==> src/rtl/isri_ram.sv <==
module isri_ram #(
  parameter int unsigned Width = 8,
  parameter int unsigned Depth = 16
) (
  input  logic                     clk_i,
  input  logic                     we_i,
  input  logic [$clog2(Depth)-1:0] waddr_i,
  input  logic [Width-1:0]         wdata_i,
  input  logic [$clog2(Depth)-1:0] raddr_i,
  output logic [Width-1:0]         rdata_o
);
  logic [Width-1:0] mem_q [Depth];

  always_ff @(posedge clk_i) begin
    if (we_i) begin
      mem_q[waddr_i] <= wdata_i;
    end
    rdata_o <= mem_q[raddr_i];
  end
endmodule

==> config.mk <==
export PLATFORM = sky130hd
export DESIGN_NAME = isri_ram
export DESIGN_NICKNAME = d
export VERILOG_FILES = /design/src/rtl/isri_ram.sv
export SDC_FILE = /design/constraint.sdc
export NUM_CORES = 1
export LEC_CHECK = 0
export ABC_AREA = 0
export BUFFER_PORTS_ARGS = -buffer_cell sky130_fd_sc_hd__buf_2
export CAP_MARGIN = 25
export CORE_UTILIZATION = 50
export CTS_BUF_LIST = sky130_fd_sc_hd__clkbuf_4 sky130_fd_sc_hd__clkbuf_8
export CTS_CLUSTER_SIZE = 28
export DETAILED_ROUTE_END_ITERATION = 8
export GPL_TIMING_DRIVEN = 0
export MAX_ROUTING_LAYER = met4
export PLACE_DENSITY = 0.67
export SYNTH_ARGS = -nofsm -noshare
export SYNTH_HDL_FRONTEND = slang
export SYNTH_SLANG_ARGS = --single-unit
==> constraint.sdc <==
create_clock -name clk_i -period 4.6 [get_ports clk_i]
set_clock_uncertainty 0.05 [all_clocks]
set_input_delay 1.38 -clock clk_i [delete_from_list [all_inputs] [get_ports clk_i]]
set_output_delay 1.38 -clock clk_i [all_outputs]
set_load 0.02 [all_outputs]
After elaboration in Yosys (flattened, before gate mapping)
Memories as Yosys holds them, arrays and structs flattened. A register that Yosys moved wholly into a read port is not among the register bits.
Index checks and enable logic that the tools add are counted.
- mux-type cells: 2
- operator list (kind ; count):
    $mux W1 ; 2
- logic and storage cells: 3
- output and inout port bits: 8
- memories: 1
- input bits: 18
- bits in registers: 0
- RAM bits: 128
- memories (memory ; depth ; width ; rd ports ; clocked after memory_dff ; wr ports ; line ; RTL):
    mem_q ; 16 ; 8 ; 1 ; 1 ; 1 ; 12 ; logic [Width-1:0] mem_q [Depth];

Logic depth before layout (Yosys ltp)
- depth in word-level cells: 2
- mapped depth: 5
- gate-level depth less buffers: 3

Worst setup path after synthesis
No wires, ideal clock.
- kind: input port to flip-flop
- from: in waddr_i[2]
- to: mem mem_q[0][0] (enable)
- buffers on the path: 0
- required time: 4.167 ns
- arrival: 2.490 ns
- slack: 1.677 ns
- setup time: 0.383 ns
- stages: 2
- path through: or3b_2 > nor3_1
- RTL lines (item ; line ; RTL):
    start, declared ; 7 ; input logic [$clog2(Depth)-1:0] waddr_i,
    end, declared ; 12 ;
No word-level cell before the write port.

Final worst setup path
- from: in waddr_i[2]
- to: mem mem_q[1][4] (enable)
No word-level cell before the write port.

==> summary.md <==
| Metric | Value |
|---|---|
| Status | complete, no violations |
| Post-synthesis net count | 247 |
| Setup crit end kind | flop |
| Clock sinks | 136 |
| Yosys top cell area share | 74.67% |
| Internal power | 2.094 mW |
| First-pass GRT wire length | 13.79 mm |
| R2R setup slack | 3.12 ns |
| Remaining antenna violation count | 0 |
| Achievable frequency | 373.3 MHz |
| Design Power | 2.629 mW |
| Arrival time worst endpoint | 2.69 ns |
| Area Growth Syn to Fin | 14.88% |
| Worst EP required | 4.61 ns |
| Peak supply drop | 235.2 uV |
| H-tree levels | 4 |
| Pleak | 1.990 nW |
| # IOs | 26 |
| Seq/Total Area, Yosys | 77.78% |
| Most area-consuming cells after synthesis | edfxtp_1 (75%), mux4_2 (7.9%), mux4_1 (7.1%) |
| CTS clk-pin slew, worst paths | 0.08 ns |
| Comb power frac | 5.3% |
| Hold path start | mem_q[11][7] |
| Vias | 2388 |
| Antenna cells | 0 |
| DRT iter0 DRCs | 164 |
| WS Path Type | input port to flop |
| RR Startpoint | mem_q[5][3] |
| P per Cell Area | 444.6 nW/um^2 |
| Fin cells | 422 |
| Tightest Pin Transition | 0.8249 ns |
| Hpwl dp | 5.899 mm |
| Initial antenna violation count | 0 |
| Final global-route overflow total | 0 |
| Die area | 10710 um^2 |
| Setup-failing EPs final | 0 |
| Pre-Repair DR Iteration Count | 6 |
| Largest net degree at the start of global routing | 17 |
| Chip Width | 103.5 um |
| Hold Path Depth | 3 |
| Unrepaired setup endpoints after global routing | no |
| Final worst-path cycle share | 58.23% |
| Clock Latency Late Sink | 0.43 ns |
| I/O Buffers | 24 |
| Total track usage | 20.56% |
| Core area | 9864 um^2 |
| Cells after Synth | 229 |
| Vias in the first global route | 2289 |
| CTS tree | yes |
| Post-Route Setup TNS | 0 ns |
| Post-CTS sizing | 0 |
| DRC violations left | 0 |
| Cell area after synthesis | 5147 um^2 |
| Post-CTS Hold Fix Bufs | 0 |
| Initial Util | 52.18% |
| Avg Vias per Cell | 5.659 |
| Finished Cell Area | 5913 um^2 |
| Largest fanout on the critical path | 8 |
| Fin nets | 294 |
| Final Wtd Congestion | 0.7147 |
| Hold Crit Class | flop to flop |
| Cell taking the most area after synthesis | edfxtp_1 |
| Max-slew violation count | 0 |
| R2r worst-path depth | 3 |
| Switching power | 0.5349 mW |
| Fin crit period | 2.679 ns |
| WHS Endpoint | rdata_o[7] |
| Synth unique cells | 19 |
| CTS Root Cell | clkbuf_8 |
| Flop pwr share | 52.9% |
| Die Ht | 103.5 um |
| Dpl cells | 390 |
| Synth warnings | 0 |
| Routed wire length | 9.498 mm |
| Critical Path Start Type | input port |
| Setup Fix Bufs, Post-CTS | 0 |
| Routed WL per cell | 22.51 um |
| Share of layout cells above drive strength 1 | 30.10% |
| Reg2reg end | rdata_o[3] |
| Row Count | 36 |
| Worst slew margin | 44.80% |
| Placed Instance Area | 5461 um^2 |
| CTS Buf Count | 17 |
| Max Root-Sink Buffers | 2 |
| Syn Area/Cell | 22.48 um^2 |
| Synth Register Bits | 136 |
| Max-cap violations | 0 |
| Hold Fails Final Rpt | 0 |
| Clock share of power | 41.8% |
| Sw Ratio | 20.35% |
[power by group through the flow]
| stage | Sequential (mW) | Combinational [mW] | Clock (mW) |
|---|---|---|---|
| finish | 1.39 | 0.140 | 1.10 |
| global route | 1.39 | 0.152 | 1.16 |
| CTS | 1.39 | 0.142 | 1.11 |
| detailed placement | 1.42 | 0.141 | 0 |
| global placement | 1.42 | 0.138 | 0 |
| floorplan | 1.43 | 0.0703 | 0 |
[how the worst max path moves through the flow]
stage	depth (start not counted)	slack [ns]	endpoint	start
2_1_floorplan	2	1.68	mem_q[0][0]	waddr_i[2]
3_3_place_gp	3	1.10	mem_q[0][7]	waddr_i[2]
3_5_place_dp	3	1.47	mem_q[2][7]	waddr_i[2]
4_1_cts	3	1.93	mem_q[1][5]	waddr_i[2]
5_1_grt	3	1.86	mem_q[1][0]	waddr_i[2]
6_report	3	1.92	mem_q[1][4]	waddr_i[2]
[cell type report]
type                       instances  area [um^2]
sequential                       136         4004
fill                             694         3951
multi-input combinational         83         1057
clock buffer                      19        249.0
clock inverter                    13        202.7
tap                              133        166.4
timing repair buffer              28        147.6
buffer                            10        86.33
[cell usage in the layout (no fill, tap or decap), types with 5 or more instances in the layout]
cell	synthesis	layout
a22oi_1	16	16
bufinv_16	0	5
edfxtp_1	128	128
mux4_1	14	14
nor2_1	13	13
nand2_1	9	9
dfxtp_1	8	8
mux4_2	18	18
clkbuf_8	0	17
buf_2	3	28
[state kept, by name (all words and copies together), names as in the netlist]
| signal | count |
|---|---|
| rdata_o | 8 |
| mem_q | 128 |
[per-stage QoR]
step	util (%)	setup slack, ns	hold WS, ns
floorplan	-	1.677	0.5793
global placement	55.09	1.101	0.6125
detailed placement	55.37	1.475	0.6255
CTS	59.94	1.932	0.6400
global route	59.94	1.856	0.6775
finish	59.94	1.921	0.6377
[cell usage after synthesis (all sizes together)]
cell           count
a22oi             16
and2               1
and2b              1
buf                7
clkdlybuf4s25      3
dfxtp              8
edfxtp           128
mux4              32
nand2              9
nand2b             2
nand3              1
nand3b             2
nor2              13
nor2b              1
nor3               4
or3b               1
[layer usage]
layer / vias up / track usage (%) / share of wire, %
met4: 0 / 8.126 / 1.3
met3: 14 / 4.234 / 7.0
met5: - / - / 0
met1: 1218 / 28.98 / 43
li1: 1072 / - / -
met2: 84 / 29.80 / 48
[worst max-delay path, cell delays in order]
cell and delay [ns]:
buf_2 0.11, or3b_2 0.53, nor2_1 0.66
[cells by family after synthesis]
logic type | after synthesis | synth area share, %
mux | 32 | 15.02
buf+inv | 10 | 1.677
flops | 136 | 77.78
simple gates | 35 | 3.184
compound gates | 16 | 2.334
(Power assumes the default switching activity.)
